$ cat config.mk
export PLATFORM = sky130hd
export DESIGN_NAME = i2c_master_byte_engine_core
export DESIGN_NICKNAME = d
export VERILOG_FILES = /design/src/hdl/i2cm_pkg.sv /design/src/hdl/i2c_master_byte_engine_core.sv
export SDC_FILE = /design/constraint.sdc
export NUM_CORES = 1
export LEC_CHECK = 0
export ABC_AREA = 1
export BUFFER_PORTS_ARGS = -buffer_cell sky130_fd_sc_hd__buf_2
export CAP_MARGIN = 0
export CORE_MARGIN = 2
export CORE_UTILIZATION = 65
export CTS_BUF_LIST = sky130_fd_sc_hd__clkbuf_2 sky130_fd_sc_hd__clkbuf_4 sky130_fd_sc_hd__clkbuf_8
export CTS_CLUSTER_DIAMETER = 120
export DETAILED_ROUTE_END_ITERATION = 6
export GPL_TIMING_DRIVEN = 0
export HOLD_SLACK_MARGIN = 0.12
export PLACE_DENSITY = 0.95
export SLEW_MARGIN = 30
export SYNTH_ARGS = -nofsm -noshare
export SYNTH_HDL_FRONTEND = slang
export SYNTH_SLANG_ARGS = --single-unit
$ cat constraint.sdc
create_clock -name clk -period 4.55 [get_ports clk]
set_clock_uncertainty 0.1 [all_clocks]
set_input_delay 0.91 -clock clk [delete_from_list [all_inputs] [get_ports clk]]
set_output_delay 0.91 -clock clk [all_outputs]
set_load 0.03 [all_outputs]
$ cat src/hdl/i2cm_pkg.sv
`timescale 1ns / 1ps
`default_nettype none
// ----------------------------------------------------------------------------
// i2cm_pkg
// Command codes, field widths and the packed result type shared by the
// I2C master byte engine.
// ----------------------------------------------------------------------------
package i2cm_pkg;

	// command codes carried in the opcode field
	localparam logic [2:0] OP_NONE  = 3'd0;
	localparam logic [2:0] OP_START = 3'd1;
	localparam logic [2:0] OP_STOP  = 3'd2;
	localparam logic [2:0] OP_WRITE = 3'd3;
	localparam logic [2:0] OP_READ  = 3'd4;
	localparam logic [2:0] OP_RACK  = 3'd5;

	localparam int unsigned BYTE_BITS = 8;
	localparam logic [7:0]  MSB_MASK  = 8'h80;
	localparam logic [7:0]  PHASE_RST = 8'd4;

	// one result item, lowest field last so that the packing matches tdata
	typedef struct packed {
		logic       ack_bit;
		logic [7:0] rx_byte;
		logic       cmd_done;
		logic       busy_res;
		logic       sda_is_input;
		logic       sda_level;
		logic       scl_level;
	} result_t;

endpackage
`default_nettype wire

$ cat src/hdl/i2c_master_byte_engine_core.sv
`timescale 1ns / 1ps
`default_nettype none
// ----------------------------------------------------------------------------
// i2c_master_byte_engine_core
// Pin-level I2C master sequencer: one input transfer per bus timing tick.
// ----------------------------------------------------------------------------
// Usage
// - s_* channel: one transfer per tick. tuser holds the command code
//   (0 none, 1 start, 2 stop, 3 write, 4 read, 5 read ack), tdata holds the
//   byte to write, the ack to send after a read and the sampled SDA level.
//   A command arriving while a previous one is still running is ignored.
// - m_* channel: one result transfer per input transfer, carrying the SCL and
//   SDA pin levels, SDA direction, busy, the done pulse, the last received
//   byte and the last sampled ack.
// - cfg_* channel: writes phase_ticks, the ticks between sequencer steps (0 acts
//   as 1). Always ready; write it only while the engine is idle.
// An input transfer passes through the input register, then the sequencer step
// and the result register. One tick is taken per clock while m_tready does not
// stall; the rate is set by the single step of sequencer logic per tick.
// A stalled m_tready holds the result register and, once the input register
// is also full, drops s_tready; no transfer is lost.
// Reset (arst_n low) returns the engine to idle with SCL and SDA released
// and phase_ticks at 4.
// ----------------------------------------------------------------------------
module i2c_master_byte_engine_core (
	input  wire logic        clk,
	input  wire logic        arst_n,
	// input ticks
	input  wire logic        s_tvalid,
	output logic             s_tready,
	input  wire logic [15:0] s_tdata,  // write_data[7:0], send_ack[8], sda_in[9], zero
	input  wire logic [2:0]  s_tuser,  // opcode[2:0]
	// results
	output logic             m_tvalid,
	input  wire logic        m_tready,
	output logic [15:0]      m_tdata,  // scl_level[0], sda_level[1], sda_is_input[2],
	                                   // busy_res[3], cmd_done[4], rx_byte[12:5],
	                                   // ack_bit[13], zero
	// configuration
	input  wire logic        cfg_valid,
	output logic             cfg_ready,
	input  wire logic [7:0]  cfg_data
);

	// input register stage
	logic       valid_s1;
	logic [2:0] opcode_s1;
	logic [7:0] wdata_s1;
	logic       send_ack_s1;
	logic       sda_in_s1;

	// sequencer state
	logic [7:0] phase_q;
	logic [2:0] active_op_q;
	logic [3:0] step_q;
	logic [7:0] tick_q;
	logic [3:0] bit_q;
	logic [7:0] shift_q;
	logic       scl_q;
	logic       sda_q;
	logic       dir_q;
	logic       ack_q;
	logic [7:0] rx_q;
	logic       ack_send_q;

	// result register
	logic                 out_valid_q;
	i2cm_pkg::result_t    out_q;

	// next-state values
	logic       advance;
	logic       execute;
	logic       done;
	logic [2:0] active_op_d;
	logic [3:0] step_d;
	logic [7:0] tick_d;
	logic [3:0] bit_d;
	logic [7:0] shift_d;
	logic       scl_d;
	logic       sda_d;
	logic       dir_d;
	logic       ack_d;
	logic [7:0] rx_d;
	logic       ack_send_d;
	logic [3:0] bit_inc;
	logic [3:0] step_cur;

	// handshakes
	assign advance   = valid_s1 && (!out_valid_q || m_tready);
	assign s_tready  = !valid_s1 || advance;
	assign cfg_ready = 1'b1;
	assign m_tvalid  = out_valid_q;
	assign m_tdata   = {2'b00, out_q};

	// input register
	always_ff @(posedge clk or negedge arst_n) begin
		if (!arst_n) begin
			valid_s1 <= 1'b0;
		end else if (s_tready) begin
			valid_s1 <= s_tvalid;
		end
	end

	always_ff @(posedge clk) begin
		if (s_tready && s_tvalid) begin
			opcode_s1   <= s_tuser;
			wdata_s1    <= s_tdata[7:0];
			send_ack_s1 <= s_tdata[8];
			sda_in_s1   <= s_tdata[9];
		end
	end

	// phase length register
	always_ff @(posedge clk or negedge arst_n) begin
		if (!arst_n) begin
			phase_q <= i2cm_pkg::PHASE_RST;
		end else if (cfg_valid && cfg_ready) begin
			phase_q <= cfg_data;
		end
	end

	// at most one sequencer step per tick
	always_comb begin
		active_op_d = active_op_q;
		step_d      = step_q;
		tick_d      = tick_q;
		bit_d       = bit_q;
		shift_d     = shift_q;
		scl_d       = scl_q;
		sda_d       = sda_q;
		dir_d       = dir_q;
		ack_d       = ack_q;
		rx_d        = rx_q;
		ack_send_d  = ack_send_q;
		execute     = 1'b0;
		done        = 1'b0;

		// command launch or wait countdown
		if (active_op_q == i2cm_pkg::OP_NONE) begin
			if (opcode_s1 inside {[i2cm_pkg::OP_START:i2cm_pkg::OP_RACK]}) begin
				active_op_d = opcode_s1;
				step_d      = 4'd0;
				bit_d       = 4'd0;
				if (opcode_s1 == i2cm_pkg::OP_WRITE) shift_d = wdata_s1;
				if (opcode_s1 == i2cm_pkg::OP_READ) ack_send_d = send_ack_s1;
				execute = 1'b1;
			end
		end else if (tick_q > 8'd1) begin
			tick_d = tick_q - 8'd1;
		end else begin
			execute = 1'b1;
		end

		step_cur = step_d;
		bit_inc  = bit_d + 4'd1;

		// pin actions of the current step
		if (execute) begin
			step_d = step_cur + 4'd1;
			case (active_op_d)
				i2cm_pkg::OP_START: begin
					if (step_cur == 4'd0) scl_d = 1'b1;
					else if (step_cur == 4'd1) sda_d = 1'b1;
					else begin
						sda_d = 1'b0;
						done  = 1'b1;
					end
				end
				i2cm_pkg::OP_STOP: begin
					if (step_cur == 4'd0) sda_d = 1'b0;
					else if (step_cur == 4'd1) scl_d = 1'b1;
					else begin
						sda_d = 1'b1;
						done  = 1'b1;
					end
				end
				i2cm_pkg::OP_RACK: begin
					if (step_cur == 4'd0) begin
						scl_d = 1'b0;
						dir_d = 1'b1;
					end else if (step_cur == 4'd1) begin
						scl_d = 1'b1;
					end else begin
						ack_d = sda_in_s1;
						scl_d = 1'b0;
						sda_d = 1'b1;
						dir_d = 1'b0;
						done  = 1'b1;
					end
				end
				i2cm_pkg::OP_WRITE: begin
					case (step_cur)
						4'd0: scl_d = 1'b0;
						4'd1: sda_d = |(shift_d & i2cm_pkg::MSB_MASK);
						4'd2: begin
							scl_d   = 1'b1;
							shift_d = {shift_d[6:0], 1'b0};
							bit_d   = bit_inc;
							// loop back for the next data bit, else go to the ack slot
							step_d  = (bit_inc < 4'(i2cm_pkg::BYTE_BITS)) ? 4'd0 : 4'd3;
						end
						4'd3: begin
							scl_d = 1'b0;
							dir_d = 1'b1;
						end
						4'd4, 4'd5: ;
						4'd6: scl_d = 1'b1;
						4'd7: begin
							ack_d = sda_in_s1;
							scl_d = 1'b0;
						end
						default: begin
							sda_d = 1'b1;
							dir_d = 1'b0;
							done  = 1'b1;
						end
					endcase
				end
				i2cm_pkg::OP_READ: begin
					case (step_cur)
						4'd0: begin
							scl_d   = 1'b0;
							dir_d   = 1'b1;
							shift_d = 8'd0;
							bit_d   = 4'd0;
						end
						4'd1: scl_d = 1'b1;
						4'd2: begin
							shift_d = {shift_d[6:0], sda_in_s1};
							bit_d   = bit_inc;
							scl_d   = 1'b0;
							if (bit_inc < 4'(i2cm_pkg::BYTE_BITS)) begin
								step_d = 4'd1;
							end else begin
								// drive ack low or release for nack
								sda_d = !ack_send_d;
								dir_d = 1'b0;
							end
						end
						4'd3: scl_d = 1'b1;
						default: begin
							scl_d = 1'b0;
							rx_d  = shift_d;
							done  = 1'b1;
						end
					endcase
				end
				default: done = 1'b1;
			endcase

			// end of command or reload of the wait
			if (done) begin
				active_op_d = i2cm_pkg::OP_NONE;
				step_d      = 4'd0;
				tick_d      = 8'd0;
			end else begin
				tick_d = (phase_q == 8'd0) ? 8'd1 : phase_q;
			end
		end
	end

	// sequencer state registers
	always_ff @(posedge clk or negedge arst_n) begin
		if (!arst_n) begin
			active_op_q <= i2cm_pkg::OP_NONE;
			step_q      <= 4'd0;
			tick_q      <= 8'd0;
			bit_q       <= 4'd0;
			shift_q     <= 8'd0;
			scl_q       <= 1'b1;
			sda_q       <= 1'b1;
			dir_q       <= 1'b0;
			ack_q       <= 1'b0;
			rx_q        <= 8'd0;
			ack_send_q  <= 1'b0;
		end else if (advance) begin
			active_op_q <= active_op_d;
			step_q      <= step_d;
			tick_q      <= tick_d;
			bit_q       <= bit_d;
			shift_q     <= shift_d;
			scl_q       <= scl_d;
			sda_q       <= sda_d;
			dir_q       <= dir_d;
			ack_q       <= ack_d;
			rx_q        <= rx_d;
			ack_send_q  <= ack_send_d;
		end
	end

	// result register
	always_ff @(posedge clk or negedge arst_n) begin
		if (!arst_n) begin
			out_valid_q <= 1'b0;
		end else if (advance) begin
			out_valid_q <= 1'b1;
		end else if (m_tready) begin
			out_valid_q <= 1'b0;
		end
	end

	always_ff @(posedge clk) begin
		if (advance) begin
			out_q.scl_level    <= scl_d;
			out_q.sda_level    <= sda_d;
			out_q.sda_is_input <= dir_d;
			out_q.busy_res     <= (active_op_d != i2cm_pkg::OP_NONE);
			out_q.cmd_done     <= done;
			out_q.rx_byte      <= rx_d;
			out_q.ack_bit      <= ack_d;
		end
	end

endmodule
`default_nettype wire
==> metrics list <==
- Final-stage net count: 657
* Floorplan die height: 86.6 µm
- Summing the sequential cell areas from Yosys gives 46.5% of the chip area.
* Area leader, netlist: dfrtp_1
- Once the floorplan was initialized, standard cells occupied 66.1% of the core.
* Post-cts gate resize count: 0
- STA classifies the critical path startpoint as a flip-flop.
- Master of the slowest instance on the critical path: edfxtp_1
- Ranking of synthesized cells by instance count: nand2_1, inv_1, nor2_1
* Final critical-path share of the clock period: 69.6%
* Yosys warning count: 0
* Clock-pin slew on the worst setup and hold paths: 80 ps
* Static Leakage: 0.00234 µW
- Insertion delay of the later-clocked pin in the worst-skew pair: 370 ps
* Post-synthesis instance area: 0.00444 mm²
- The average instance in the mapped netlist occupies 7.87 µm².
- Overall fraction of global-route tracks in use: 30.6%
- Actual slew at the worst max-slew pin: 657 ps
- Area overhead of the layout relative to synthesis: 11.4%
- Largest net degree at the start of global routing: 51
* Number of DRC markers in iteration 0: 439
* Leading cell types by total area after synthesis: dfrtp_1, edfxtp_1, nand2_1
- The share of total power dissipated in combinational logic is 50.0%.
- The wire-length estimate of the detail-placed layout is 7830 µm.
- Summing over every cut layer, the via total after detailed routing is 4,077.
- Clock tree synthesis inserted a total of 9 buffers.
- Share of synthesized flip-flops with an asynchronous set or reset: 64.9%
- Antenna violation net count after detailed routing: 0
- Yosys mapped a number of flops with a built-in enable equal to 27.
- Counting flops and latches in the post-synthesis netlist gives 77.
- Post-CTS timing repair inserted 0 buffers for setup.
- Net load switching power: 1500 µW
- Prior to clock tree synthesis, the placed netlist has a worst setup slack of 1440 ps.
* Time the final worst path needs with I/O delays and setup: 3160 ps
* Antenna Cells: 0
* Share of Yosys cell area claimed by the top area cell type: 26.5%
* Post-route worst setup slack: 1390 ps
- After detailed routing, the number of remaining DRC violations is 8.
* Count of cells along the worst register-to-register path: 13
- RSZ-0062 raised after global routing: false
- Data on the critical path is required at its endpoint by 4570 ps.
- Data arrival time of the worst path: 3190 ps
* Share of layout cells above drive strength 1: 15.6%
* Start of the worst register-to-register path: opcode_s1[1]
* Wire length of the first global-routing pass: 17,900 µm
* Cell chosen for the clock root: clkbuf_8
- Max-slew violation total from the final report: 0
- Setup total negative slack on the finished layout was measured at 0 ps.
* Net Sw Frac: 46.9%
* Top FF cell, synth: dfrtp_1
* Overall power: 3210 µW
- The first detailed-routing pass ran for 7 iterations.
- The total count of hold-check failures in the final report came to 0.
- Synthesis produced a netlist whose cell count is 564.
* Number of sinks handled by clock tree synthesis: 77
- Normalized max-slew margin: 56.2%
* Result of the run: complete, but fails checks
- The netlist uses 40 different library cells.
- Routed via count divided by cell count: 5.81
- # setup viols final: 0
- Max VDD drop: 329 µV
- STA classifies the critical path endpoint as a flip-flop.
* Failing checks: DRC
- In this run the register-to-register setup slack is 1390 ps.
- Of the total power, the clock network draws 16.2%.
- The path class of the tightest hold or removal check is flip-flop to flip-flop.
- CP cell instances: nand2_2 -> nand3_2 -> nand2_4 -> inv_1 -> nor2_1 -> inv_1 -> ha_1 -> o21ai_1 -> nand4_4 -> nor2_4 -> buf_6 -> nand2_1 -> o21a_1
- Initial antenna violation count: 0
* Crit path launch: opcode_s1[1]
- Derived from the worst setup path, the maximum achievable clock frequency is 316 MHz.
- The number of hold buffers added after CTS was 0.
* Clock Path Buffers: 2
* Clock tree from TritonCTS: done
* Cell with the most instances after synthesis: nand2_1
- Area of the core: 0.00672 mm²
- Total power per unit cell area: 648 mW/mm²
- For this run the aggregate overflow at the end of global routing stands at 0.
* Number of global-route vias before repair: 3,998
- P_int: 1700 µW
- Input and output buffers added on the ports amount to 41.
- Largest stage delay on the critical path: 470 ps
- Sequential share of power: 33.9%
- Most frequent cell on the critical path: inv_1
- The clock tree synthesis step divided the H-tree into 3 levels.
- Start-to-end type of the worst setup path: flip-flop to flip-flop
- In the final routed layout, each cell accounts on average for 15.0 µm.
- Gp weighted congestion: 0.977
- Total of max-cap violations: 0
* CP endpoint: m_tdata[8]
- Endpoint of the most critical register-to-register path: m_tdata[8]
* Count of pins on the block boundary: 51
- WL final: 10,500 µm
* Die outline area: 0.00751 mm²
* Die width: 86.6 µm
- Along the worst path, the maximum fanout reaches 10.
- Row cnt: 30
## registers in the layout (all words and copies together), names as in the netlist
register / cells
sda_in_s1: 1
tick_q: 8
sda_q: 1
ack_q: 1
ack_send_q: 1
opcode_s1: 3
bit_q: 4
m_tvalid: 1
send_ack_s1: 1
shift_q: 8
step_q: 4
scl_q: 1
wdata_s1: 8
m_tdata: 14
active_op_q: 3
dir_q: 1
valid_s1: 1
rx_q: 8
phase_q: 8
## kinds of logic (layout without fill, tap and decap cells)
| family | Yosys count | after routing | share of synthesized area, % |
|---|---|---|---|
| flops | 77 | 77 | 46.5 |
| other cells | 2 | 3 | 0.169 |
| simple gates | 263 | 263 | 26.0 |
| xor+xnor | 3 | 3 | 0.592 |
| compound gates | 112 | 112 | 14.3 |
| fa+ha+maj | 8 | 8 | 2.25 |
| buf+inv | 93 | 150 | 8.79 |
| mux | 6 | 6 | 1.41 |
## cell usage in the layout, fill, tap and decap left out, types with 9 or more instances in the layout
master	n
clkbuf_8	9
nand2_1	140
nand2_2	9
o21ai_1	19
a21oi_1	18
nand4_1	10
o21ai_0	45
nor2_1	53
nand3_1	37
inv_1	68
o21a_1	10
buf_2	40
dfrtp_1	47
edfxtp_1	27
## worst max-delay path, delay by kind of cell (launching register included)
family,cells,cell delay (ps)
AOI/OAI and AO/OA,2,480
and+or+nand+nor,7,1170
DFF,1,470
adders and majority gates,1,290
buffers and inverters,3,410
## layout make-up
type,count,area (µm²)
fill,498,1770
sequential,77,2070
inverter,76,285
clock inverter,7,71.3
clock buffer,9,124
buffer,17,106
multi-input combinational,395,1990
timing repair buffer,41,208
tap,80,100
## worst min-delay path by stage
stage	from	to	slack, ps	cells after the start
CTS	scl_q	scl_q	380	2
floorplan	ack_q	ack_q	340	2
detailed placement	dir_q	dir_q	370	2
finish	scl_q	scl_q	380	2
global placement	ack_q	ack_q	360	2
global route	scl_q	scl_q	400	2
## routing by layer
metal	routed length [µm]	global-route usage, %
met3	872	7.43
met2	5060	49.0
met4	325	15.5
met1	4290	38.7
met5	0	0
## power by group through the flow
stage	registers (µW)	logic (µW)	clock network, µW
6_report	1090	1600	519
5_1_grt	1110	1780	553
2_1_floorplan	1150	1110	0
3_5_place_dp	1090	1560	0
4_1_cts	1080	1570	525
3_3_place_gp	1080	1490	0
## metrics by stage
stage	cells	cell area, µm²	hold WS, ps	util (%)
CTS	702	4950	384	73.6
detailed placement	686	4750	372	70.7
finish	702	4950	382	73.6
floorplan	565	4440	343	-
global route	702	4950	396	73.6
global placement	686	4750	358	70.7
Note: power is estimated with default switching activity, not from simulation.
